### src/rtl/core/btz_pkg.sv
`timescale 1ns / 1ps

package btz_pkg;

	localparam int DEFAULT_TABLE_DEPTH = 16;

	localparam int CFG_IDX_W  = 3;
	localparam int CFG_DATA_W = 14;
	localparam int COUNT_W    = 5;
	localparam int CUR_MA_W   = 14;
	localparam int VREG_MV_W  = 13;
	localparam int CUR_UA_W   = 24;
	localparam int VREG_UV_W  = 23;
	localparam int TEMP_W     = 12;

	localparam logic [9:0] UNIT_SCALE = 10'd1000;

	// configuration register indexes
	localparam logic [CFG_IDX_W-1:0] REG_WARM_ENTRIES   = 3'd0;
	localparam logic [CFG_IDX_W-1:0] REG_COOL_ENTRIES   = 3'd1;
	localparam logic [CFG_IDX_W-1:0] REG_NORMAL_CUR_MA  = 3'd2;
	localparam logic [CFG_IDX_W-1:0] REG_REDUCED_CUR_MA = 3'd3;
	localparam logic [CFG_IDX_W-1:0] REG_NORMAL_VREG_MV = 3'd4;
	localparam logic [CFG_IDX_W-1:0] REG_REDUCED_VREG_MV = 3'd5;

	// opcodes; the remaining codes are rejected notifications
	localparam logic [2:0] OP_WARM      = 3'd0;
	localparam logic [2:0] OP_COOL      = 3'd1;
	localparam logic [2:0] OP_LOAD_WARM = 3'd2;
	localparam logic [2:0] OP_LOAD_COOL = 3'd3;
	localparam logic [2:0] OP_START     = 3'd4;

	localparam logic [3:0] ACT_ENABLE   = 4'd0;
	localparam logic [3:0] ACT_DECREASE = 4'd1;
	localparam logic [3:0] ACT_STOP     = 4'd2;
	localparam logic [3:0] ACT_SHUTDOWN = 4'd3;

	localparam logic [1:0] KIND_LOAD   = 2'd0;
	localparam logic [1:0] KIND_START  = 2'd1;
	localparam logic [1:0] KIND_EVENT  = 2'd2;
	localparam logic [1:0] KIND_REJECT = 2'd3;

	localparam logic [1:0] EN_NONE = 2'd0;
	localparam logic [1:0] EN_ON   = 2'd1;
	localparam logic [1:0] EN_OFF  = 2'd2;

	typedef struct packed {
		logic signed [TEMP_W-1:0] thr;
		logic signed [TEMP_W-1:0] nlo;
		logic signed [TEMP_W-1:0] nhi;
		logic [3:0]               action;
		logic [3:0]               health;
	} entry_t;

	// controller -> datapath
	typedef struct packed {
		logic init;    // take a searching item (event or start)
		logic simple;  // take a load or rejected item, result next cycle
		logic fetch;   // read both tables at the search pointer, step down
		logic finish;  // read data hit: re-arm and post the result
	} dp_cmd_t;

	// datapath -> controller
	typedef struct packed {
		logic needs_search;
		logic hit;
	} dp_status_t;

endpackage

### src/rtl/core/btz_ctrl.sv
`timescale 1ns / 1ps

module btz_ctrl
	import btz_pkg::*;
(
	input  logic       clk,
	input  logic       arst_n,
	input  logic       start,
	input  dp_status_t st,
	output dp_cmd_t    cmd,
	output logic       busy
);

	typedef enum logic [1:0] {
		S_IDLE,
		S_FETCH,
		S_CHECK
	} state_t;

	state_t state_q;

	always_comb begin
		cmd = '0;
		unique case (state_q)
			S_IDLE: begin
				cmd.init   = start && st.needs_search;
				cmd.simple = start && !st.needs_search;
			end
			S_FETCH: begin
				cmd.fetch = 1'b1;
			end
			S_CHECK: begin
				// keep one read in flight per cycle until the data hits
				cmd.finish = st.hit;
				cmd.fetch  = !st.hit;
			end
			default: begin
				cmd = '0;
			end
		endcase
	end

	assign busy = (state_q != S_IDLE);

	always_ff @(posedge clk or negedge arst_n) begin
		if (!arst_n) begin
			state_q <= S_IDLE;
		end else begin
			unique case (state_q)
				S_IDLE: begin
					if (start && st.needs_search) state_q <= S_FETCH;
				end
				S_FETCH: begin
					state_q <= S_CHECK;
				end
				S_CHECK: begin
					if (st.hit) state_q <= S_IDLE;
				end
				default: begin
					state_q <= S_IDLE;
				end
			endcase
		end
	end

	a_cmd_onehot: assert property (@(posedge clk) disable iff (!arst_n)
		$onehot0({cmd.init, cmd.simple, cmd.fetch, cmd.finish}))
		else $error("more than one datapath command at once");

	a_search_ends: assert property (@(posedge clk) disable iff (!arst_n)
		cmd.finish |=> !busy)
		else $error("still busy after a finishing beat");

endmodule

### src/rtl/core/btz_dpath.sv
`timescale 1ns / 1ps

module btz_dpath
	import btz_pkg::*;
#(
	parameter int TABLE_DEPTH = DEFAULT_TABLE_DEPTH
) (
	input  logic                       clk,
	input  logic                       arst_n,
	input  dp_cmd_t                    cmd,
	output dp_status_t                 st,
	input  logic                       cfg_valid,
	input  logic [CFG_IDX_W-1:0]       cfg_index,
	input  logic [CFG_DATA_W-1:0]      cfg_data,
	input  logic [2:0]                 opcode,
	input  logic [3:0]                 entry_index,
	input  logic signed [TEMP_W-1:0]   entry_threshold,
	input  logic signed [TEMP_W-1:0]   entry_next_low,
	input  logic signed [TEMP_W-1:0]   entry_next_high,
	input  logic [3:0]                 entry_action,
	input  logic [3:0]                 entry_health,
	output logic                       done,
	output logic [1:0]                 result_kind,
	output logic signed [TEMP_W-1:0]   armed_low,
	output logic signed [TEMP_W-1:0]   armed_high,
	output logic [3:0]                 matched_slot,
	output logic [3:0]                 action_taken,
	output logic [3:0]                 health_report,
	output logic [1:0]                 enable_write,
	output logic                       limits_write,
	output logic [CUR_UA_W-1:0]        current_limit_ua,
	output logic [VREG_UV_W-1:0]       voltage_limit_uv,
	output logic                       shutdown_notice
);

	localparam int IW = (TABLE_DEPTH > 1) ? $clog2(TABLE_DEPTH) : 1;

	// configuration
	logic [COUNT_W-1:0]   warm_n_q, cool_n_q;
	logic [CUR_MA_W-1:0]  cur_norm_q, cur_red_q;
	logic [VREG_MV_W-1:0] vreg_norm_q, vreg_red_q;

	always_ff @(posedge clk or negedge arst_n) begin
		if (!arst_n) begin
			warm_n_q    <= COUNT_W'(1);
			cool_n_q    <= COUNT_W'(1);
			cur_norm_q  <= '0;
			cur_red_q   <= '0;
			vreg_norm_q <= '0;
			vreg_red_q  <= '0;
		end else if (cfg_valid) begin
			unique case (cfg_index)
				REG_WARM_ENTRIES:    warm_n_q    <= cfg_data[COUNT_W-1:0];
				REG_COOL_ENTRIES:    cool_n_q    <= cfg_data[COUNT_W-1:0];
				REG_NORMAL_CUR_MA:   cur_norm_q  <= cfg_data[CUR_MA_W-1:0];
				REG_REDUCED_CUR_MA:  cur_red_q   <= cfg_data[CUR_MA_W-1:0];
				REG_NORMAL_VREG_MV:  vreg_norm_q <= cfg_data[VREG_MV_W-1:0];
				REG_REDUCED_VREG_MV: vreg_red_q  <= cfg_data[VREG_MV_W-1:0];
				default: ;
			endcase
		end
	end

	// limits scale straight off the config registers
	logic [CUR_UA_W-1:0]  cur_norm_ua, cur_red_ua;
	logic [VREG_UV_W-1:0] vreg_norm_uv, vreg_red_uv;

	assign cur_norm_ua  = CUR_UA_W'(cur_norm_q) * CUR_UA_W'(UNIT_SCALE);
	assign cur_red_ua   = CUR_UA_W'(cur_red_q) * CUR_UA_W'(UNIT_SCALE);
	assign vreg_norm_uv = VREG_UV_W'(vreg_norm_q) * VREG_UV_W'(UNIT_SCALE);
	assign vreg_red_uv  = VREG_UV_W'(vreg_red_q) * VREG_UV_W'(UNIT_SCALE);

	// last valid slot, count clamped to 1..TABLE_DEPTH
	function automatic logic [IW-1:0] last_slot(input logic [COUNT_W-1:0] n);
		logic [IW-1:0] r;
		if (n == '0) begin
			r = '0;
		end else if (32'(n) > TABLE_DEPTH) begin
			r = IW'(TABLE_DEPTH - 1);
		end else begin
			r = IW'(32'(n) - 32'd1);
		end
		return r;
	endfunction

	// tables
	entry_t warm_mem [TABLE_DEPTH];
	entry_t cool_mem [TABLE_DEPTH];
	entry_t wr_entry;
	logic   wr_in_range;

	assign wr_entry    = '{thr: entry_threshold, nlo: entry_next_low, nhi: entry_next_high,
		action: entry_action, health: entry_health};
	assign wr_in_range = (32'(entry_index) < TABLE_DEPTH);

	always_ff @(posedge clk) begin
		if (cmd.simple && wr_in_range && opcode == OP_LOAD_WARM) begin
			warm_mem[IW'(entry_index)] <= wr_entry;
		end
		if (cmd.simple && wr_in_range && opcode == OP_LOAD_COOL) begin
			cool_mem[IW'(entry_index)] <= wr_entry;
		end
	end

	// search pointer and read port
	logic [2:0]    op_q;
	logic [IW-1:0] ptr_q, ptr_s1;
	entry_t        warm_rd_s1, cool_rd_s1;

	always_ff @(posedge clk) begin
		if (cmd.init) begin
			op_q <= opcode;
			if (opcode == OP_WARM) begin
				ptr_q <= last_slot(warm_n_q);
			end else if (opcode == OP_COOL) begin
				ptr_q <= last_slot(cool_n_q);
			end else begin
				ptr_q <= '0;
			end
		end else if (cmd.fetch) begin
			if (ptr_q != '0) ptr_q <= ptr_q - 1'b1;
		end
		if (cmd.fetch) begin
			ptr_s1     <= ptr_q;
			warm_rd_s1 <= warm_mem[ptr_q];
			cool_rd_s1 <= cool_mem[ptr_q];
		end
	end

	logic signed [TEMP_W-1:0] low_q, high_q, key;
	entry_t                   rd;

	assign rd  = (op_q == OP_COOL) ? cool_rd_s1 : warm_rd_s1;
	assign key = (op_q == OP_COOL) ? low_q : high_q;

	assign st.needs_search = (opcode == OP_WARM) || (opcode == OP_COOL) || (opcode == OP_START);
	// slot 0 is the fallback, and a start always reads slot 0
	assign st.hit          = (ptr_s1 == '0) || (rd.thr == key);

	always_ff @(posedge clk or negedge arst_n) begin
		if (!arst_n) begin
			low_q  <= '0;
			high_q <= '0;
		end else if (cmd.finish) begin
			low_q  <= rd.nlo;
			high_q <= rd.nhi;
		end
	end

	// result decode for a finishing beat
	logic [1:0]           en_d;
	logic                 lim_d, shut_d;
	logic [CUR_UA_W-1:0]  cur_d;
	logic [VREG_UV_W-1:0] volt_d;
	logic [31:0]          slot_wide;

	assign slot_wide = 32'(ptr_s1);

	always_comb begin
		en_d   = EN_NONE;
		lim_d  = 1'b0;
		shut_d = 1'b0;
		cur_d  = '0;
		volt_d = '0;
		unique case (rd.action)
			ACT_ENABLE: begin
				en_d   = EN_ON;
				lim_d  = 1'b1;
				cur_d  = cur_norm_ua;
				volt_d = vreg_norm_uv;
			end
			ACT_DECREASE: begin
				en_d   = EN_ON;
				lim_d  = 1'b1;
				cur_d  = cur_red_ua;
				volt_d = vreg_red_uv;
			end
			ACT_STOP: begin
				en_d = EN_OFF;
			end
			ACT_SHUTDOWN: begin
				shut_d = 1'b1;
			end
			default: ;
		endcase
	end

	logic done_q;

	always_ff @(posedge clk or negedge arst_n) begin
		if (!arst_n) begin
			done_q <= 1'b0;
		end else begin
			done_q <= cmd.simple || cmd.finish;
		end
	end

	logic [1:0]           kind_q, en_q;
	logic signed [TEMP_W-1:0] alow_q, ahigh_q;
	logic [3:0]           slot_q, act_q, hlth_q;
	logic                 lim_q, shut_q;
	logic [CUR_UA_W-1:0]  cur_q;
	logic [VREG_UV_W-1:0] volt_q;

	always_ff @(posedge clk) begin
		if (cmd.simple) begin
			kind_q  <= (opcode == OP_LOAD_WARM || opcode == OP_LOAD_COOL) ? KIND_LOAD
				: KIND_REJECT;
			alow_q  <= low_q;
			ahigh_q <= high_q;
			slot_q  <= '0;
			act_q   <= '0;
			hlth_q  <= '0;
			en_q    <= EN_NONE;
			lim_q   <= 1'b0;
			cur_q   <= '0;
			volt_q  <= '0;
			shut_q  <= 1'b0;
		end else if (cmd.finish) begin
			alow_q  <= rd.nlo;
			ahigh_q <= rd.nhi;
			if (op_q == OP_START) begin
				kind_q <= KIND_START;
				slot_q <= '0;
				act_q  <= '0;
				hlth_q <= '0;
				en_q   <= EN_NONE;
				lim_q  <= 1'b0;
				cur_q  <= '0;
				volt_q <= '0;
				shut_q <= 1'b0;
			end else begin
				kind_q <= KIND_EVENT;
				slot_q <= slot_wide[3:0];
				act_q  <= rd.action;
				hlth_q <= rd.health;
				en_q   <= en_d;
				lim_q  <= lim_d;
				cur_q  <= cur_d;
				volt_q <= volt_d;
				shut_q <= shut_d;
			end
		end
	end

	assign done             = done_q;
	assign result_kind      = kind_q;
	assign armed_low        = alow_q;
	assign armed_high       = ahigh_q;
	assign matched_slot     = slot_q;
	assign action_taken     = act_q;
	assign health_report    = hlth_q;
	assign enable_write     = en_q;
	assign limits_write     = lim_q;
	assign current_limit_ua = cur_q;
	assign voltage_limit_uv = volt_q;
	assign shutdown_notice  = shut_q;

	a_thr_hold: assert property (@(posedge clk) disable iff (!arst_n)
		!cmd.finish |=> $stable(low_q) && $stable(high_q))
		else $error("armed thresholds moved outside a finishing beat");

	a_limits_enable: assert property (@(posedge clk) disable iff (!arst_n)
		done_q && lim_q |-> en_q == EN_ON && kind_q == KIND_EVENT)
		else $error("limits posted without an enable on an event");

	a_start_clean: assert property (@(posedge clk) disable iff (!arst_n)
		done_q && kind_q == KIND_START |-> slot_q == '0 && en_q == EN_NONE && !shut_q)
		else $error("start result carries event fields");

	a_armed_match: assert property (@(posedge clk) disable iff (!arst_n)
		cmd.finish |=> alow_q == low_q && ahigh_q == high_q)
		else $error("reported armed pair differs from the armed registers");

endmodule

### src/rtl/core/battery_thermal_zone_stepper_unit.sv
`timescale 1ns / 1ps

// Battery thermal zone stepper. Items enter on start while busy is low; each
// item gives exactly one result, shown for one cycle with done high, and the
// receiver cannot stall it. Loads and rejected opcodes post their result the
// next cycle and leave busy low. A start reads warm slot 0 and keeps busy high
// while it does so. A warm or cool event walks its table downward from the last
// valid slot, one slot per clock through the table's registered read port, and
// busy stays high until a slot matches or slot 0 is reached. For a start or an
// event, done rises in the same cycle that busy falls. The config port is always
// ready; write it only while no item is in flight.
module battery_thermal_zone_stepper_unit
	import btz_pkg::*;
#(
	parameter int TABLE_DEPTH = DEFAULT_TABLE_DEPTH
) (
	input  logic                     clk,
	input  logic                     arst_n,
	input  logic                     start,
	output logic                     busy,
	input  logic                     cfg_valid,
	output logic                     cfg_ready,
	input  logic [CFG_IDX_W-1:0]     cfg_index,
	input  logic [CFG_DATA_W-1:0]    cfg_data,
	input  logic [2:0]               opcode,
	input  logic [3:0]               entry_index,
	input  logic signed [TEMP_W-1:0] entry_threshold,
	input  logic signed [TEMP_W-1:0] entry_next_low,
	input  logic signed [TEMP_W-1:0] entry_next_high,
	input  logic [3:0]               entry_action,
	input  logic [3:0]               entry_health,
	output logic                     done,
	output logic [1:0]               result_kind,
	output logic signed [TEMP_W-1:0] armed_low,
	output logic signed [TEMP_W-1:0] armed_high,
	output logic [3:0]               matched_slot,
	output logic [3:0]               action_taken,
	output logic [3:0]               health_report,
	output logic [1:0]               enable_write,
	output logic                     limits_write,
	output logic [CUR_UA_W-1:0]      current_limit_ua,
	output logic [VREG_UV_W-1:0]     voltage_limit_uv,
	output logic                     shutdown_notice
);

	dp_cmd_t    cmd;
	dp_status_t st;

	assign cfg_ready = 1'b1;

	btz_ctrl u_ctrl (
		.clk    (clk),
		.arst_n (arst_n),
		.start  (start),
		.st     (st),
		.cmd    (cmd),
		.busy   (busy)
	);

	btz_dpath #(
		.TABLE_DEPTH (TABLE_DEPTH)
	) u_dpath (
		.clk              (clk),
		.arst_n           (arst_n),
		.cmd              (cmd),
		.st               (st),
		.cfg_valid        (cfg_valid),
		.cfg_index        (cfg_index),
		.cfg_data         (cfg_data),
		.opcode           (opcode),
		.entry_index      (entry_index),
		.entry_threshold  (entry_threshold),
		.entry_next_low   (entry_next_low),
		.entry_next_high  (entry_next_high),
		.entry_action     (entry_action),
		.entry_health     (entry_health),
		.done             (done),
		.result_kind      (result_kind),
		.armed_low        (armed_low),
		.armed_high       (armed_high),
		.matched_slot     (matched_slot),
		.action_taken     (action_taken),
		.health_report    (health_report),
		.enable_write     (enable_write),
		.limits_write     (limits_write),
		.current_limit_ua (current_limit_ua),
		.voltage_limit_uv (voltage_limit_uv),
		.shutdown_notice  (shutdown_notice)
	);

endmodule
### config.mk
export PLATFORM = sky130hd
export DESIGN_NAME = battery_thermal_zone_stepper_unit
export DESIGN_NICKNAME = d
export VERILOG_FILES = /design/src/rtl/core/btz_pkg.sv /design/src/rtl/core/btz_ctrl.sv /design/src/rtl/core/btz_dpath.sv /design/src/rtl/core/battery_thermal_zone_stepper_unit.sv
export SDC_FILE = /design/constraint.sdc
export NUM_CORES = 2
export LEC_CHECK = 0
export BUFFER_PORTS_ARGS = -buffer_cell sky130_fd_sc_hd__buf_2
export CAP_MARGIN = 20
export CORE_MARGIN = 5
export CORE_UTILIZATION = 40
export DETAILED_ROUTE_END_ITERATION = 8
export PLACE_DENSITY_LB_ADDON = 0.12
export SLEW_MARGIN = 20
export SYNTH_ARGS = -nofsm -noshare
export SYNTH_HDL_FRONTEND = slang
export SYNTH_HIERARCHICAL = 1
export SYNTH_SLANG_ARGS = --single-unit
### constraint.sdc
create_clock -name clk -period 6.57 [get_ports clk]
set_input_delay 0.9855 -clock clk [delete_from_list [all_inputs] [get_ports clk]]
set_output_delay 0.9855 -clock clk [all_outputs]
set_load 0.05 [all_outputs]
==> results.tsv <==
metric	value	unit
start_util	40.2	%
drtAntennaViolNets	0	
clock_sinks	1680	
fmax	208	MHz
clock_path_buffers	3	
relSlewSlack	25.4	%
setup_ws	1.75	ns
synth_cell_types	83	
arrival	5.48	ns
pin_count	164	
critPathLaunchType	flop	
synth_edf_count	1533	
max_stage_delay	0.52	ns
rsz0062_at_grt	false	
die_y	436	um
tns	0	ns
nNetsFinal	4478	
finalHoldViolCount	0	
async_flop_share	5.42	%
yosysWarnings	6	
insertion_delay	0.83	ns
synth_area_leaders	edfxtp_1 63%, mux4_2 14%, fa_1 4.9%	
p_leak	28.5	nW
cts_tree	built	
rows	156	
drv_slew	0	
finalCritPeriodShare	73.3	%
synth_most_common_cell	edfxtp_1	
synthTopCellsByCount	1,533 x edfxtp_1, 440 x mux4_2, 304 x inv_1	
path_class	reg -> reg	
synthFlopType	edfxtp_1	
wirelength	183000	um
dieWidth	436	um
overflow	0	
wl_per_cell	27.9	um
yosysSeqAreaShare	68.2	%
dp_cells	6220	
netlist.area_leader.share	63.5	%
clk_pin_slew	0.06	ns
ys_ff_latch	1680	
cts_hold_buf	0	
synth_area	72500	um2
endpoint_kind	flop	
worst_slew_pin_slew	1.12	ns
dp_slack	1.74	ns
cts_setup_buffers	0	
worstPathRequired	7.23	ns
via_per_inst	5.38	
route.detailed.drc	0	
grt_pass1_vias	37242	
place.gp.congestion	0.820	
max_cap_violations	0	
peakVddDrop	0.457	mV
place_hpwl	112000	um
final_cells	6556	
cp-startpoint	u_dpath/cur_red_q[8]	
drtIter0Drc	2642	
synthCells	3752	
period_minus_slack	4.82	ns
io_buffers	156	
outcome	completed	
syn_to_final_growth	13.7	%
grt_pass1_wl	266000	um
track_usage	19.3	%
avgSynthCellArea	19.3	um2
finalPower	44.6	mW
setup_viol	0	
min_path_type	in -> async	
firstDrtPassIters	5	
coreArea	181000	um2
cp_slowest_cell	fa_1	
cts_root_buf	clkbuf_16	
dieArea	190000	um2
skew	0.0685	ns
layout-drive-gt1-share	26.2	%
cts_buffers	181	
r2r_cells	17	
crit_chain	inv_1 > fa_1 > fa_1 > inv_1 > fa_1 > inv_1 > fa_1 > inv_1 > ha_1 > nand3_1 > o22ai_2 > nor3_1 > o41a_1 > o21ai_1 > xnor2_1 > nor2_1 > a221o_1	
grt_max_degree	143	
synth_top_area_cell	edfxtp_1	
antenna_found_initial	24	
cts_resized	0	
r2r-start	u_dpath/cur_red_q[8]	
power.density	540	nW/um2
timing.critical_path.buf_inv	4	
crit_cells	17	
post-route-util	45.7	%
crit_family	adder cells	
htreeDepth	4	
vias	35280	
crit_path_max_fanout	4	
## power by group
group | switching (mW) | leakage (nW) | internal, mW | total, mW
Sequential | 0.456 | 15.4 | 12.6 | 13.0
Combinational | 12.1 | 10.3 | 9.51 | 21.6
Clock | 4.23 | 2.81 | 5.69 | 9.92
Total | 16.8 | 28.5 | 27.8 | 44.6
## layer usage
layer | routed length, um | track usage [%] | vias to the layer above | share of wire [%]
met5 | 47 | 0 | - | 0.026
met4 | 4870 | 5.49 | 8 | 2.7
met3 | 8650 | 3.62 | 251 | 4.7
met2 | 90400 | 32.2 | 746 | 49
met1 | 79100 | 26.0 | 18974 | 43
li1 | - | - | 15301 | -
## worst reg2reg max path, stage by stage, from the launching register on
cell and delay (ns):
dfrtp_1 0.41, inv_1 0.23, fa_1 0.49, fa_1 0.52, inv_1 0.05, fa_1 0.50
inv_1 0.05, fa_1 0.48, inv_1 0.04, ha_1 0.34, nand3_1 0.13, o22ai_2 0.26
nor3_1 0.10, o41a_1 0.45, o21ai_1 0.17, xnor2_1 0.13, nor2_1 0.05, a221o_1 0.27
## cells by family (layout without fill, tap and decap cells)
family	Yosys count	after routing	share of synthesized area [%]
simple gates	335	335	2.21
other cells	2	16	0.0104
mux	573	573	15.7
xor+xnor	79	79	0.954
flops	1680	1680	68.2
compound gates	260	260	2.27
buf+inv	450	870	2.45
fa+ha+maj	373	373	8.26
## registers in the layout, indices dropped and copies added, names as in the netlist, 5 cells and up
| register | flops |
|---|---|
| u_dpath/armed_low | 12 |
| u_dpath/warm_mem | 704 |
| u_dpath/high_q | 12 |
| u_dpath/vreg_norm_q | 13 |
| u_dpath/cur_red_q | 14 |
| u_dpath/cool_rd_s1 | 44 |
| u_dpath/current_limit_ua | 21 |
| u_dpath/cool_mem | 704 |
| u_dpath/cur_norm_q | 14 |
| u_dpath/vreg_red_q | 13 |
| u_dpath/warm_rd_s1 | 44 |
| u_dpath/warm_n_q | 5 |
| u_dpath/armed_high | 12 |
| u_dpath/cool_n_q | 5 |
| u_dpath/voltage_limit_uv | 20 |
| u_dpath/low_q | 12 |
## cells in the final DEF (no fill, tap or decap), types with 61 or more instances in the layout
| cell type | instances |
|---|---|
| edfxtp_1 | 1533 |
| mux4_2 | 440 |
| inv_1 | 303 |
| ha_1 | 197 |
| clkbuf_16 | 183 |
| fa_1 | 176 |
| buf_2 | 155 |
| nand2_1 | 111 |
| mux2_2 | 109 |
| o21ai_0 | 93 |
| dfrtp_1 | 89 |
| buf_4 | 73 |
| nor2_1 | 61 |
## area by class of cell
| type | instances | area, um2 |
|---|---|---|
| Fill cell | 15398 | 98000 |
| Sequential cell | 1680 | 49400 |
| Multi-Input combinational cell | 1627 | 21600 |
| Clock buffer | 227 | 4830 |
| Tap cell | 2370 | 2970 |
| Timing Repair Buffer | 238 | 1520 |
| Inverter | 305 | 1140 |
| Clock inverter | 100 | 965 |
| Antenna cell | 9 | 22.5 |
## per-stage QoR
stage | hold slack, ns | cell area, um2
5_1_grt | 0.285 | 82500
4_1_cts | 0.250 | 82500
3_5_place_dp | 0.441 | 76700
6_report | 0.278 | 82500
2_1_floorplan | 0.424 | 72600
3_3_place_gp | 0.430 | 76700
## path summary, 6_finish.rpt
check | endpoint | slack (ns)
worst min-delay path | u_dpath/vreg_red_q[12] | 0.28
worst max-delay path | u_dpath/current_limit_ua[23] | 1.75
max in group asynchronous | u_dpath/vreg_norm_q[2] | 4.96
min in group clk | u_dpath/op_q[1] | 0.42
worst max register to register | u_dpath/current_limit_ua[23] | 1.75
worst min register to register | u_dpath/current_limit_ua[13] | 0.45
No activity file was read; power rests on OpenSTA's default activity.
